**src/rtl/rppk_pkg.sv**
```systemverilog
// Shared types and constants of the raw pixel bit packer.
package rppk_pkg;

  localparam int WORD_W  = 16;

  localparam logic [1:0] DEPTH_10 = 2'd0;
  localparam logic [1:0] DEPTH_12 = 2'd1;
  localparam logic [1:0] DEPTH_14 = 2'd2;
  localparam logic [1:0] DEPTH_MODE_RESET = DEPTH_14;

  localparam logic [15:0] MASK_10 = 16'h03FF;
  localparam logic [15:0] MASK_12 = 16'h0FFF;
  localparam logic [15:0] MASK_14 = 16'h3FFF;

  // Register index, decoded from the word address.
  localparam logic REG_DEPTH_MODE = 1'b0;

  // Words produced by one pixel: one or two.
  typedef struct packed {
    logic [WORD_W-1:0] word0;
    logic              last0;
    logic [WORD_W-1:0] word1;
    logic              last1;
    logic              two;
  } pack_entry_t;

  typedef struct packed {
    logic full;
    logic not_empty;
  } queue_status_t;

endpackage

```
**src/rtl/rppk_front.sv**
```systemverilog
// Front end: accepts pixels, updates the bit accumulator and forms packed words.
module rppk_front (
  input  logic                      clk,
  input  logic                      rst,
  input  logic [1:0]                depth_mode,
  input  logic [15:0]               pixel,
  input  logic                      last,
  input  logic                      pixel_valid,
  output logic                      pixel_stall,
  input  rppk_pkg::queue_status_t   queue_status,
  output logic                      push,
  output rppk_pkg::pack_entry_t     entry
);
  import rppk_pkg::*;

  logic [14:0] pending_bits;
  logic [3:0]  pending_count;
  logic [14:0] pending_bits_next;
  logic [3:0]  pending_count_next;

  logic        accept;
  logic [3:0]  d;
  logic [15:0] mask;
  logic [28:0] acc;
  logic [4:0]  total;
  logic        full;
  logic [3:0]  left;
  logic [14:0] keep_mask;
  logic [14:0] rem;
  logic [15:0] full_word;
  logic [15:0] pad_word;
  logic        has_pad;

  assign pixel_stall = queue_status.full;
  assign accept      = pixel_valid && !pixel_stall;

  always_comb begin
    case (depth_mode)
      DEPTH_10: begin
        d    = 4'd10;
        mask = MASK_10;
      end
      DEPTH_12: begin
        d    = 4'd12;
        mask = MASK_12;
      end
      default: begin
        d    = 4'd14;
        mask = MASK_14;
      end
    endcase
  end

  always_comb begin
    acc       = ({14'd0, pending_bits} << d) | {13'd0, pixel & mask};
    total     = {1'b0, pending_count} + {1'b0, d};
    full      = total[4];
    left      = total[3:0];
    full_word = 16'(acc >> left);
    keep_mask = (15'd1 << left) - 15'd1;
    rem       = acc[14:0] & keep_mask;
    pad_word  = {rem, 1'b0} << (4'd15 - left);
    has_pad   = last && (left != 4'd0);

    entry.word0 = full ? full_word : pad_word;
    entry.last0 = full ? (last && (left == 4'd0)) : 1'b1;
    entry.word1 = pad_word;
    entry.last1 = 1'b1;
    entry.two   = full && has_pad;

    push = accept && (full || has_pad);

    if (last) begin
      pending_bits_next  = 15'd0;
      pending_count_next = 4'd0;
    end else begin
      pending_bits_next  = rem;
      pending_count_next = left;
    end
  end

  always_ff @(posedge clk) begin
    if (rst) begin
      pending_bits  <= 15'd0;
      pending_count <= 4'd0;
    end else if (accept) begin
      pending_bits  <= pending_bits_next;
      pending_count <= pending_count_next;
    end
  end

  a_flush_clears: assert property (@(posedge clk) disable iff (rst)
    (accept && last) |=> (pending_count == 4'd0 && pending_bits == 15'd0))
    else $error("accumulator not cleared after last pixel");

endmodule

```
**src/rtl/rppk_queue.sv**
```systemverilog
// Short queue of packed-word groups between front and back end.
module rppk_queue #(
  parameter int DEPTH = 4
) (
  input  logic                      clk,
  input  logic                      rst,
  input  logic                      push,
  input  rppk_pkg::pack_entry_t     push_entry,
  input  logic                      pop,
  output rppk_pkg::pack_entry_t     head,
  output rppk_pkg::queue_status_t   status
);
  import rppk_pkg::*;

  localparam int PTR_W = (DEPTH > 1) ? $clog2(DEPTH) : 1;
  localparam int CNT_W = $clog2(DEPTH + 1);
  localparam logic [PTR_W-1:0] LAST_PTR = PTR_W'(DEPTH - 1);
  localparam logic [CNT_W-1:0] FULL_CNT = CNT_W'(DEPTH);

  pack_entry_t      slots [DEPTH];
  logic [PTR_W-1:0] wr_ptr;
  logic [PTR_W-1:0] rd_ptr;
  logic [CNT_W-1:0] count;
  logic             do_push;
  logic             do_pop;

  assign status.full      = (count == FULL_CNT);
  assign status.not_empty = (count != '0);
  assign do_push          = push && !status.full;
  assign do_pop           = pop && status.not_empty;
  assign head             = slots[rd_ptr];

  always_ff @(posedge clk) begin
    if (do_push) begin
      slots[wr_ptr] <= push_entry;
    end
  end

  always_ff @(posedge clk) begin
    if (rst) begin
      wr_ptr <= '0;
      rd_ptr <= '0;
      count  <= '0;
    end else begin
      if (do_push) begin
        wr_ptr <= (wr_ptr == LAST_PTR) ? '0 : wr_ptr + 1'b1;
      end
      if (do_pop) begin
        rd_ptr <= (rd_ptr == LAST_PTR) ? '0 : rd_ptr + 1'b1;
      end
      case ({do_push, do_pop})
        2'b10:   count <= count + 1'b1;
        2'b01:   count <= count - 1'b1;
        default: count <= count;
      endcase
    end
  end

  a_no_overflow: assert property (@(posedge clk) disable iff (rst)
    !(push && status.full))
    else $error("push into full queue");

  a_no_underflow: assert property (@(posedge clk) disable iff (rst)
    !(pop && !status.not_empty))
    else $error("pop from empty queue");

endmodule

```
**src/rtl/rppk_back.sv**
```systemverilog
// Back end: drains word groups from the queue into the output register.
module rppk_back (
  input  logic                      clk,
  input  logic                      rst,
  input  rppk_pkg::pack_entry_t     head,
  input  rppk_pkg::queue_status_t   queue_status,
  output logic                      pop,
  output logic [15:0]               packed_word,
  output logic                      last_word,
  output logic                      word_valid,
  input  logic                      word_stall
);
  import rppk_pkg::*;

  logic              sec_valid;
  logic [WORD_W-1:0] sec_word;
  logic              sec_last;
  logic              load;

  assign load = !word_valid || !word_stall;
  assign pop  = load && !sec_valid && queue_status.not_empty;

  always_ff @(posedge clk) begin
    if (rst) begin
      word_valid <= 1'b0;
      sec_valid  <= 1'b0;
    end else if (load) begin
      if (sec_valid) begin
        word_valid <= 1'b1;
        sec_valid  <= 1'b0;
      end else begin
        word_valid <= queue_status.not_empty;
        sec_valid  <= queue_status.not_empty && head.two;
      end
    end
  end

  always_ff @(posedge clk) begin
    if (load) begin
      if (sec_valid) begin
        packed_word <= sec_word;
        last_word   <= sec_last;
      end else begin
        packed_word <= head.word0;
        last_word   <= head.last0;
        sec_word    <= head.word1;
        sec_last    <= head.last1;
      end
    end
  end

  a_second_behind_first: assert property (@(posedge clk) disable iff (rst)
    sec_valid |-> (word_valid && !last_word))
    else $error("second word pending without a first word ahead of it");

endmodule

```
**src/rtl/raw_pixel_bit_packer_unit.sv**
```systemverilog
// Raw pixel bit packer: top level with configuration port.
// Packs the low 10, 12 or 14 bits of each pixel (depth_mode 0/1/2, 3 acts as 14; reset 14)
// MSB first into 16-bit words; the first pixel's top bit lands in bit 15 of the first word.
// A pixel marked last flushes leftover bits as a zero-padded word, and the final word of
// the frame carries last_word. One pixel is taken per cycle while pixel_stall is low; words
// go via the queue to the output register, one per cycle unless word_stall holds it, so a
// last pixel with two words needs the output for both; a FIFO_DEPTH-entry queue between
// accumulator and output register absorbs that, and pixel_stall rises only when it is full.
// depth_mode sits at byte address 0 and should be written only between frames.
module raw_pixel_bit_packer_unit #(
  parameter int FIFO_DEPTH = 4
) (
  input  logic        clk,
  input  logic        rst,
  input  logic        psel,
  input  logic        penable,
  input  logic        pwrite,
  input  logic [2:0]  paddr,
  input  logic [31:0] pwdata,
  output logic [31:0] prdata,
  output logic        pready,
  input  logic [15:0] pixel,
  input  logic        last,
  input  logic        pixel_valid,
  output logic        pixel_stall,
  output logic [15:0] packed_word,
  output logic        last_word,
  output logic        word_valid,
  input  logic        word_stall
);
  import rppk_pkg::*;

  logic          [1:0] depth_mode;
  logic                cfg_write;
  logic                push;
  logic                pop;
  pack_entry_t         push_entry;
  pack_entry_t         head;
  queue_status_t       queue_status;

  assign pready    = 1'b1;
  assign cfg_write = psel && penable && pwrite && pready && (paddr[2] == REG_DEPTH_MODE);
  assign prdata    = (paddr[2] == REG_DEPTH_MODE) ? {30'd0, depth_mode} : 32'd0;

  always_ff @(posedge clk) begin
    if (rst) begin
      depth_mode <= DEPTH_MODE_RESET;
    end else if (cfg_write) begin
      depth_mode <= pwdata[1:0];
    end
  end

  rppk_front u_front (
    .clk          (clk),
    .rst          (rst),
    .depth_mode   (depth_mode),
    .pixel        (pixel),
    .last         (last),
    .pixel_valid  (pixel_valid),
    .pixel_stall  (pixel_stall),
    .queue_status (queue_status),
    .push         (push),
    .entry        (push_entry)
  );

  rppk_queue #(
    .DEPTH (FIFO_DEPTH)
  ) u_queue (
    .clk        (clk),
    .rst        (rst),
    .push       (push),
    .push_entry (push_entry),
    .pop        (pop),
    .head       (head),
    .status     (queue_status)
  );

  rppk_back u_back (
    .clk          (clk),
    .rst          (rst),
    .head         (head),
    .queue_status (queue_status),
    .pop          (pop),
    .packed_word  (packed_word),
    .last_word    (last_word),
    .word_valid   (word_valid),
    .word_stall   (word_stall)
  );

endmodule

```
**config.mk**
```make
export PLATFORM = sky130hd
export DESIGN_NAME = raw_pixel_bit_packer_unit
export DESIGN_NICKNAME = d
export VERILOG_FILES = /design/src/rtl/rppk_pkg.sv /design/src/rtl/rppk_front.sv /design/src/rtl/rppk_queue.sv /design/src/rtl/rppk_back.sv /design/src/rtl/raw_pixel_bit_packer_unit.sv
export SDC_FILE = /design/constraint.sdc
export NUM_CORES = 1
export LEC_CHECK = 0
export BUFFER_PORTS_ARGS = -buffer_cell sky130_fd_sc_hd__clkbuf_2
export CAP_MARGIN = 0
export CORE_UTILIZATION = 51
export CTS_CLUSTER_DIAMETER = 80
export DETAILED_ROUTE_END_ITERATION = 6
export GPL_TIMING_DRIVEN = 0
export PLACE_DENSITY = 0.7
export SYNTH_ARGS = -nofsm -noshare
export SYNTH_HDL_FRONTEND = slang
export SYNTH_SLANG_ARGS = --single-unit
export TNS_END_PERCENT = 5
```
**constraint.sdc**
```tcl
create_clock -name clk -period 5.5 [get_ports clk]
set_input_delay 0.825 -clock clk [delete_from_list [all_inputs] [get_ports clk]]
set_output_delay 0.825 -clock clk [all_outputs]
set_load 0.005 [all_outputs]
```
Yosys cells after proc, flatten, opt, wreduce, memory -nomap -nowiden
Memory sizes are Yosys's and may differ from the RTL's. A register that Yosys moved wholly into a read port is not among the register bits.
Index checks and enable logic that the tools add are counted.

word-level totals
  bits in registers = 64
  memory bits (writable) = 136
  output and inout bits = 52
  word-level logic and storage cells = 78
  memories = 1

cells by class
  add/sub/neg operators = 7
  equality and inequality tests = 6
  shifts and indexed selects = 4
  muxes and demuxes = 18
  bitwise gates (word level) = 5
  reductions and logical operators = 25

memory list
  memory         depth  width  read ports  clocked after Yosys merged registers in  write ports  line              text
  u_queue.slots  4      34     1           1                                        1            rppk_queue.sv:20  pack_entry_t slots [DEPTH];

operators with widths
  operator               number
  $mux 16                2
  $or 29x16->29          1
  $shl 15x4->29          1
  $shr 29x4->16          1
  $pmux 14 s2            1
  $and 16x14->16         1
  $shl 16x4->16          1
  $and 15x15->15         1
  $mux 15                1
  $shl 1x4->15 const A   1
  $sub 15x1->15 const B  1
  $logic_and 1x1->1      13
  $pmux 3 s2             2
  $mux 2                 5
  $eq 2x2->1 const B     3
  $mux 1                 6
  $add 4x4->5            1
  $add 2x1->2 const B    2
  $eq 2x1->1 const B     2
  $logic_not 1->1        4
  $logic_not 4->1        1
  $mux 4                 1
  $reduce_bool 4->1      1
  $sub 4x4->4 const A    1
  other kinds (9)        11

Depth between registers and ports, before layout
Gate-level depths: netlist (run 1).

  word-level depth = 10
  mapped depth = 16
  mapped depth without buffers = 14

Modules after synthesis
Synthesis (run 1) repeated with hierarchy kept, for this count alone.

unflattened totals
  cells, all modules = 702
  area, all modules = 9,878.2 µm²

modules (own cells, without submodules)
  module                     times used  cells each  area an instance (µm²)  sequential area each (µm²)
  rppk_queue                 1           237         5,552.8                 4,384.2
  rppk_front                 1           358         2,605.0                 360.3
  rppk_back                  1           63          1,372.6                 1,061.0
  raw_pixel_bit_packer_unit  1           44          347.8                   40.0

Worst setup path after synthesis (run 1)
No wires, ideal clock.

  path type = input-to-reg
  from = input port word_stall
  to = register u_queue.count[2]
  arrival time = 3.337 ns
  data required time = 5.430 ns
  path slack = 2.093 ns
  stages on the path = 8
  path through = a21oi_1 -> nor2b_1 -> ha_1 -> inv_1 -> fa_1 -> xor2_1 -> or3_1 -> a21oi_1

between the ends
  word-level cells in the longest chain between the ends = 7

RTL lines
  what                                                    line                             text
  start: declaration                                      raw_pixel_bit_packer_unit.sv:29  input logic word_stall
  $logic_not 1->1 (*)                                     rppk_back.sv:20                  assign load = !word_valid || !word_stall;
  $logic_or 1x1->1 (*)                                    rppk_back.sv:20
  $logic_and 1x1->1 (*) (2 in series)                     rppk_back.sv:21                  assign pop = load && !sec_valid && queue_status.not_empty;
  $logic_and 1x1->1 (*)                                   rppk_queue.sv:30                 assign do_pop = pop && status.not_empty;
  via u_queue.do_pop                                      rppk_queue.sv:25                 logic do_pop;
  $eq 2x1->1 / $eq 2x2->1 (equally long branches)         rppk_queue.sv:51                 case ({do_push, do_pop})
  $pmux 3 s2 / $reduce_bool 2->1 (equally long branches)  -
  end signal: assignment                                  rppk_queue.sv:52                 2'b10: count <= count + 1'b1;
  end signal: assignment                                  rppk_queue.sv:53                 2'b01: count <= count - 1'b1;
  end signal: assignment                                  rppk_queue.sv:54                 default: count <= count;
  end: declaration                                        rppk_queue.sv:23                 logic [CNT_W-1:0] count;

Mark *: on every way through the listed nets, which the timed path passes. The rest lies on a longest branch.
A chain may end at the register's enable or synchronous reset.

==> results of run 1 <==
-- placed cells by master (no fill, tap or decap), drive strengths merged, types with 3 or more instances in the layout --
cell type / count
a2111oi: 3
a211o: 5
a211oi: 4
a21oi: 51
a31oi: 7
and2: 7
and3: 4
buf: 66
clkbuf: 87
clkinv: 4
conb: 36
dfxtp: 31
edfxtp: 164
ha: 11
inv: 24
mux2: 35
mux2i: 28
mux4: 40
nand2: 35
nand2b: 9
nand3: 18
nand4: 4
nor2: 50
nor2b: 10
nor3: 10
nor3b: 3
o2111ai: 3
o211ai: 15
o21a: 5
o21ai: 27
o31a: 4
o31ai: 3
or2: 3
or3: 5
xnor2: 6
xor2: 4
-- area by class of cell --
class | instances | area (um^2)
Clock inverter | 15 | 190
Clock buffer | 17 | 425
Tap cell | 234 | 293
Multi-Input combinational cell | 481 | 3850
Inverter | 14 | 52.6
Timing Repair Buffer | 50 | 320
Sequential cell | 195 | 5550
Buffer | 86 | 502
Fill cell | 1523 | 7590
-- through the flow --
| step | hold slack, ps | cell area, um^2 |
|---|---|---|
| finish | 503 | 11200 |
| global route | 512 | 11200 |
| CTS | 494 | 11200 |
| detailed placement | 483 | 10600 |
| global placement | 478 | 10500 |
| floorplan | 451 | 9940 |
-- flip-flops by register name, indices dropped and copies added, names as in the netlist, named ones only --
register / flops
u_back.packed_word: 16
u_back.word_valid: 1
u_queue.rd_ptr: 2
u_queue.wr_ptr: 2
u_queue.slots: 132
u_back.sec_valid: 1
u_front.pending_bits: 15
u_back.last_word: 1
u_queue.count: 3
depth_mode: 2
u_front.pending_count: 3
u_back.sec_word: 15
-- cell usage after synthesis, types with 3 or more instances --
cell	number
a2111oi_0	3
a211o_1	5
a211oi_1	4
a21oi_1	49
a31oi_1	7
and2_1	7
and3_1	4
buf_1	3
buf_2	20
buf_4	35
buf_6	3
clkbuf_1	25
dfxtp_1	31
edfxtp_1	164
ha_1	11
inv_1	12
mux2_1	3
mux2_2	29
mux2_4	3
mux2i_1	27
mux4_2	40
nand2_1	35
nand2b_1	9
nand3_1	18
nand4_1	3
nor2_1	49
nor2b_1	10
nor3_1	10
nor3b_1	3
o2111ai_1	3
o211ai_1	15
o21a_1	5
o21ai_0	21
o21ai_1	6
o31a_1	4
o31ai_1	3
or3_1	4
xnor2_1	5
-- worst min-delay path, delay by kind of cell, from the launching register on --
| kind | cells | cell delay, ps |
|---|---|---|
| and+or+nand+nor | 1 | 60 |
| DFF | 1 | 340 |
| AOI/OAI and AO/OA | 1 | 60 |
-- kinds of logic after synthesis --
logic type      count (synthesis)  share of synthesized area (%)
flops                         195                           56.5
xor+xnor                       10                           1.24
simple gates                  166                           8.37
fa+ha+maj                      12                           1.61
compound gates                154                           10.3
other cells                     2                         0.0765
buf+inv                       100                           5.65
mux                           103                           16.2
-- per-layer routing --
metal  vias to the layer above  global-route usage (%)
met5                         -                       0
met4                         0                    8.35
met3                        42                    5.23
met2                       276                    43.3
met1                      3313                    35.7
li1                       2983                       -
-- report_power, final --
| part | internal (mW) | switching [mW] | total (mW) | leakage, nW |
|---|---|---|---|---|
| combinational | 0.628 | 0.927 | 1.55 | 1.95 |
| clock | 0.628 | 0.638 | 1.27 | 0.295 |
| sequential | 2.02 | 0.0804 | 2.11 | 1.81 |
-- how the worst max path moves through the flow --
stage / endpoint / slack, ps / depth (start not counted)
after floorplan: u_queue.count[2] / 2090 / 8
after global placement: u_queue.slots[0][30] / 970 / 15
after detailed placement: u_queue.slots[2][30] / 1000 / 15
after CTS: u_queue.slots[1][30] / 940 / 15
after global routing: u_queue.slots[1][30] / 650 / 15
final: u_queue.slots[1][30] / 900 / 15
==> impl_metrics.json, run 1 <==
{
  "rsz0062_at_grt": "no",
  "wirelength_met1_um": 11200,
  "htreeDepth": 4,
  "post_cts_buffers": 0,
  "wire_per_inst_um": 23.0,
  "ios": 111,
  "ys_types": 78,
  "p_leak_nw": 4.05,
  "drive_above_1_share_pct": 27.2,
  "tritoncts": "done",
  "crit_arrival_ps": 4770,
  "status": "completed",
  "required_ps": 5670,
  "seq_area_frac_synth_pct": 56.5,
  "dp_cells": 1060,
  "top_layer": "met4",
  "cts-resized-gates": 0,
  "hold_viol": 0,
  "synth_top_area_share_pct": 50.2,
  "r2r_slack_ps": 900,
  "antenna_found_initial": 0,
  "slowest_stage": "buf_1",
  "grt_max_degree": 34,
  "diodes": 0,
  "clockRootBuffer": "clkbuf_16",
  "core_um2": 18800,
  "worst_pin_slew_ps": 1010,
  "postLayoutCoreUtil_pct": 59.6,
  "finalMaxSlewViolations": 0,
  "min_to": "u_front.pending_bits[2]",
  "yosys_warnings": 0,
  "syn-cell-area_um2": 9810,
  "slew_headroom_pct": 32.5,
  "synth_area_leaders": "edfxtp_1, mux4_2, dfxtp_1",
  "fin_crit_ps": 4600,
  "ir_worst_vdd_v": 0.000273,
  "clock-sinks": 195,
  "finalSetupTns_ps": 0,
  "fin_ws_ps": 900,
  "drv_cap": 0,
  "clk_latency_ps": 440,
  "vias": 6614,
  "crit_family": "buffers and inverters",
  "setup_viol": 0,
  "min_path_cells": 2,
  "critPathMaxFanout": 10,
  "grt_overflow": 0,
  "end_kind": "register",
  "die_area_um2": 19800,
  "area_growth_pct": 14.0,
  "drc_errors": 0,
  "crit_start": "depth_mode[1]",
  "synth_edf_count": 164,
  "r2r-start": "depth_mode[1]",
  "numCtsBuffers": 17,
  "reg2reg_depth": 15,
  "async_flop_share_pct": 0,
  "place_hpwl_um": 18000,
  "cp_cell_sequence": "inv_2 -> buf_2 -> nand2_1 -> ha_1 -> buf_4 -> inv_2 -> buf_1 -> nand3_1 -> ha_1 -> clkbuf_1 -> clkbuf_1 -> nand4_1 -> o22ai_1 -> a31o_1 -> o21a_1",
  "gp_congestion": 0.972,
  "ys_seq_elements": 195,
  "rows": 50,
  "hold_start": "u_front.pending_bits[2]",
  "critPathLaunchType": "register",
  "io_buffers": 45,
  "layout.cells.non_filler": 1092,
  "gr-usage-all-layers_pct": 26.5,
  "period_share_pct": 83.6,
  "grt_pass1_vias": 6495,
  "ant_nets": 0,
  "pre_cts_ws_ps": 1000,
  "fp.dieH_um": 141,
  "wirelength_um": 25100,
  "cpPeakStageDelay_ps": 590,
  "fmax_mhz": 217,
  "die_w_um": 141,
  "final_nets": 916,
  "synth_top_area_cell": "edfxtp_1",
  "detailedRoute.firstIterationViolations": 503,
  "met3_length_um": 1360,
  "worst-path-buf-inv": 7,
  "cts_buffer_depth": 2,
  "wl_met2_um": 12000,
  "via_per_inst": 6.06,
  "fin_skew_ps": 16.1,
  "path_class": "register to register",
  "clk_pin_slew_ps": 80,
  "drt_pass1_iterations": 6,
  "synth-main-ff-cell": "edfxtp_1",
  "hold_class": "register to register",
  "grt_first_pass_wirelength_um": 38500,
  "synth.avg_cell_area_um2": 13.2,
  "power_density_nw_per_um2": 441,
  "synth_cells": 742,
  "total_power_mw": 4.93,
  "start_util_pct": 52.3,
  "hold_buffers": 0,
  "rr_endpoint": "u_queue.slots[1][30]"
}
(Power assumes the default switching activity.)
==> run 2: changes to the inputs <==
clock period = 4.55 ns   (was 5.5 ns; I/O delays follow)
==> run 2 against run 1 <==
Effect of this change: via count shrank 0.17%; first-iteration DRC count shrank 4.4%; flip-flop and latch count is the same; critical path depth is the same.
==> impl_metrics.json, run 2 (same netlist as run 1, synthesis figures left out) <==
{
  "status": "completed",
  "fmax_mhz": 235,
  "antenna_found_initial": 0,
  "grt_max_degree": 34,
  "clockRootBuffer": "clkbuf_16",
  "tritoncts": "done",
  "drv_cap": 0,
  "finalSetupTns_ps": 0,
  "postLayoutCoreUtil_pct": 59.6,
  "crit_family": "buffers and inverters",
  "cts_buffer_depth": 2,
  "worst_pin_slew_ps": 1010,
  "path_class": "register to register",
  "finalMaxSlewViolations": 0,
  "detailedRoute.firstIterationViolations": 481,
  "worst-path-buf-inv": 5,
  "wirelength_um": 25100,
  "hold_buffers": 0,
  "area_growth_pct": 14.0,
  "crit_arrival_ps": 4430,
  "io_buffers": 45,
  "largest_register_ff_count": 132,
  "pre_cts_ws_ps": 54.5,
  "p_leak_nw": 4.06,
  "regMostFlops": "u_queue.slots",
  "grt_pass1_vias": 6495,
  "start_util_pct": 52.3,
  "rows": 50,
  "clk_latency_ps": 450,
  "ir_worst_vdd_v": 0.000330,
  "required_ps": 4730,
  "end_kind": "register",
  "power_density_nw_per_um2": 532,
  "gr-usage-all-layers_pct": 26.5,
  "diodes": 0,
  "hold_viol": 0,
  "setup_viol": 0,
  "fin_crit_ps": 4260,
  "die_w_um": 141,
  "slew_headroom_pct": 32.1,
  "wire_per_inst_um": 23.0,
  "rsz0062_at_grt": "no",
  "drive_above_1_share_pct": 27.5,
  "numCtsBuffers": 17,
  "place_hpwl_um": 18000,
  "period_share_pct": 93.6,
  "critPathLaunchType": "register",
  "via_per_inst": 6.05,
  "ant_nets": 0,
  "top_regs": "u_queue.slots x132, u_back.packed_word x16",
  "layout_common_cells": "edfxtp_1, nor2_1, a21oi_1, clkbuf_2, mux4_2",
  "grt_overflow": 0,
  "cpPeakStageDelay_ps": 360,
  "hold_class": "input pin to register",
  "vias": 6603,
  "core_um2": 18800,
  "slowest_stage": "buf_2",
  "critPathMaxFanout": 10,
  "fin_skew_ps": 16.4,
  "final_common_cell": "edfxtp_1",
  "clock-sinks": 195,
  "ios": 111,
  "fin_ws_ps": 292,
  "clk_pin_slew_ps": 80,
  "drt_pass1_iterations": 5,
  "drc_errors": 0,
  "htreeDepth": 4,
  "die_area_um2": 19800,
  "cp_cell_sequence": "inv_2 -> buf_2 -> nand2_1 -> ha_1 -> a21oi_2 -> xnor2_1 -> buf_2 -> nand3_1 -> ha_1 -> clkbuf_2 -> clkbuf_2 -> nand4_1 -> o22ai_1 -> a31o_1 -> o21a_1",
  "gp_congestion": 0.972,
  "fp.dieH_um": 141,
  "grt_first_pass_wirelength_um": 38500,
  "final_nets": 916
}
## run 2: cell counts in the layout (fill, tap and decap cells not counted)
No cell type changed its count.
## run 2: what timing repair did
action,in CTS,in global routing
endpoints found under the setup margin,4,16
gates resized for setup,1,4
gates cloned,0,0
endpoints found under the hold margin,0,0
setup buffers,0,0
pin swaps,0,0
## run 2: through the flow
stage	instance area [um^2]	total power [mW]	hold WS, ps	cells
after floorplan	9940	3.80	451	776
after global placement	10500	4.37	478	1055
after detailed placement	10600	4.45	483	1060
after CTS	11200	5.98	474	1092
after global routing	11200	6.21	512	1092
final	11200	5.95	484	1092
## run 2: worst reg2reg max path, stage by stage, from the launching register on
cell and delay, ps:
dfxtp_1 320, inv_2 130, buf_2 310, nand2_1 150, ha_1 330, a21oi_2 290, xnor2_1 290, buf_2 360
nand3_1 230, ha_1 340, clkbuf_2 210, clkbuf_2 260, nand4_1 130, o22ai_1 100, a31o_1 260, o21a_1 260
## run 2: worst paths after layout
check                      startpoint                       end  slack, ps  cells after the start
min reg2reg  u_front.pending_bits[14]  u_front.pending_bits[14]        500                      2
max reg2reg             depth_mode[1]      u_queue.slots[1][30]        290                     15
max                     depth_mode[1]      u_queue.slots[1][30]        290                     15
min                         pwdata[0]             depth_mode[0]        480                      3
## run 2: report_power, final
| group | total [mW] | switching (mW) | internal [mW] |
|---|---|---|---|
| sequential | 2.54 | 0.0970 | 2.45 |
| combinational | 1.88 | 1.12 | 0.760 |
| clock | 1.53 | 0.772 | 0.759 |
## run 2: layout make-up
class | count | area [um^2]
Timing Repair Buffer | 50 | 320
Multi-Input combinational cell | 481 | 3850
Inverter | 14 | 52.6
Clock buffer | 17 | 425
Clock inverter | 15 | 190
Tap cell | 234 | 293
Buffer | 86 | 505
Sequential cell | 195 | 5550
Fill cell | 1527 | 7580
## run 2: routing by layer
metal  global-route usage, %  wire length (um)
met4                    8.35               548
met5                       0                 0
met2                    43.3             12000
met3                    5.23              1470
met1                    35.7             11100
==> run 3: changes to the inputs <==
CAP_MARGIN = unset   (was 0)
PLACE_DENSITY = 0.73   (was 0.7)
clock period = 3.8 ns   (was 4.55 ns; I/O delays follow)
==> run 3 against run 2 <==
Effect of this change: maximum frequency grew 15%; cell count is 0.37% lower; critical path type unchanged; sequential power up 20%; final area hardly changed; critical path depth decreased by 1; highest routed layer unchanged; non-clock buffer count is 4 lower; critical endpoint is now u_queue.slots[2][24]; via count rose by 0.35%; register-to-register slack worse by 190 ps; clock-buffer cell count unchanged; core utilization about the same; combinational power grew 18%.
==> impl_metrics.json, run 3 (same netlist as run 1, synthesis figures left out) <==
{
  "status": "completed",
  "worst_pin_slew_ps": 937,
  "gr-usage-all-layers_pct": 24.2,
  "gp_congestion": 1.00,
  "hold_buffers": 0,
  "required_ps": 4010,
  "use_met1_pct": 32.9,
  "critPathLaunchType": "register",
  "clockRootBuffer": "clkbuf_16",
  "die_area_um2": 19800,
  "grt_first_pass_wirelength_um": 35700,
  "detailedRoute.firstIterationViolations": 828,
  "io_buffers": 45,
  "layout_common_cells": "edfxtp_1, nor2_1, a21oi_1, clkbuf_2, mux4_2",
  "clk_latency_ps": 440,
  "busiest_layer": "met2",
  "ios": 111,
  "final_common_cell": "edfxtp_1",
  "drc_errors": 0,
  "cts_buffer_depth": 2,
  "regMostFlops": "u_queue.slots",
  "top_regs": "u_queue.slots x132, u_back.packed_word x16",
  "largest_register_ff_count": 132,
  "numCtsBuffers": 17,
  "fp.dieH_um": 141,
  "fin_crit_ps": 3700,
  "ant_nets": 0,
  "rsz0062_at_grt": "yes",
  "rr_endpoint": "u_queue.slots[2][24]",
  "rows": 50,
  "total_power_mw": 7.09,
  "end_kind": "register",
  "finalMaxSlewViolations": 0,
  "r2r-start": "depth_mode[1]",
  "power_density_nw_per_um2": 634,
  "vias": 6626,
  "final_nets": 912,
  "critPathMaxFanout": 10,
  "antenna_found_initial": 0,
  "core_um2": 18800,
  "hold_class": "input pin to register",
  "p_leak_nw": 4.05,
  "min_path_cells": 3,
  "setup_viol": 0,
  "crit_arrival_ps": 3900,
  "layout.cells.non_filler": 1088,
  "use_met2_pct": 38.0,
  "path_class": "register to register",
  "clock-sinks": 195,
  "clk_pin_slew_ps": 80,
  "dp_cells": 1056,
  "start_util_pct": 52.3,
  "diodes": 0,
  "grt_max_degree": 34,
  "grt_overflow": 0,
  "wire_per_inst_um": 21.1,
  "hold_viol": 0,
  "via_per_inst": 6.09,
  "die_w_um": 141,
  "fin_skew_ps": 12.4,
  "drt_pass1_iterations": 5,
  "wirelength_um": 22900,
  "slew_headroom_pct": 37.5,
  "reg2reg_depth": 14,
  "met3_usage_pct": 5.94,
  "tritoncts": "done",
  "r2r_slack_ps": 100,
  "fmax_mhz": 270,
  "grt_pass1_vias": 6288,
  "ir_worst_vdd_v": 0.000341,
  "place_hpwl_um": 15800,
  "drv_cap": 0,
  "hold_start": "pwdata[0]",
  "htreeDepth": 4,
  "min_to": "depth_mode[0]",
  "period_share_pct": 97.3,
  "area_growth_pct": 14.0,
  "drive_above_1_share_pct": 28.2,
  "fillerInstances": 1515
}
[run 3: routing by layer]
metal | vias to the layer above | share of wire [%]
met5 | - | 0
met1 | 3228 | 43
met2 | 363 | 47
met3 | 49 | 7.6
met4 | 0 | 2.2
li1 | 2986 | -
[run 3: worst max-delay path by stage]
stage / cells past startpoint / slack [ps] / from / endpoint
floorplan: 15 / 390 / depth_mode[1] / u_queue.slots[0][30]
global placement: 13 / -450 / depth_mode[1] / u_queue.slots[1][22]
detailed placement: 13 / -480 / depth_mode[1] / u_queue.slots[2][22]
CTS: 15 / 8 / depth_mode[1] / u_queue.slots[3][30]
global route: 15 / -2 / depth_mode[1] / u_queue.count[2]
finish: 14 / 100 / depth_mode[1] / u_queue.slots[2][24]
[run 3: repair_timing]
| action | CTS | global route |
|---|---|---|
| endpoints found under the setup margin | 95 | 64 |
| resized for setup | 13 | 11 |
| pin swaps | 0 | 2 |
| setup buffers | 0 | 1 |
[run 3: cell type report]
cell class	instances	area, um^2	area share (%)
buffer	85	519	4.64
sequential	195	5550	49.6
inverter	14	52.6	0.470
tap	234	293	2.62
clock buffer	17	425	3.80
multi-input combinational	481	3920	35.0
clock inverter	15	184	1.64
timing repair buffer	47	248	2.22
[run 3: where the power goes]
group | internal, mW | leakage [nW] | switching [mW]
Combinational | 0.914 | 1.95 | 1.31
Clock | 0.951 | 0.299 | 0.873
Sequential | 2.93 | 1.81 | 0.115
[run 3: worst max-delay path, cell delays in order (launching register included)]
cell and delay (ps):
dfxtp_1 320, inv_2 140, buf_4 240, nand2_1 120, ha_2 360, buf_4 230, inv_2 150, buf_6 180
nand3_1 150, ha_2 240, clkbuf_2 230, o21ai_1 140, o31a_1 340, mux2_2 290, o21ai_1 320
[run 3: metrics by stage]
step / util [%] / hold slack (ps) / setup WS [ps] / area, um^2 / setup TNS, ps
2_1_floorplan: - / 451 / 395 / 9940 / 0
3_3_place_gp: 55.7 / 476 / -449 / 10500 / -65600
3_5_place_dp: 55.8 / 486 / -481 / 10500 / -20130
4_1_cts: 59.3 / 371 / 8.26 / 11100 / 0
5_1_grt: 59.6 / 407 / -2.47 / 11200 / -4.11
6_report: 59.6 / 373 / 102 / 11200 / 0
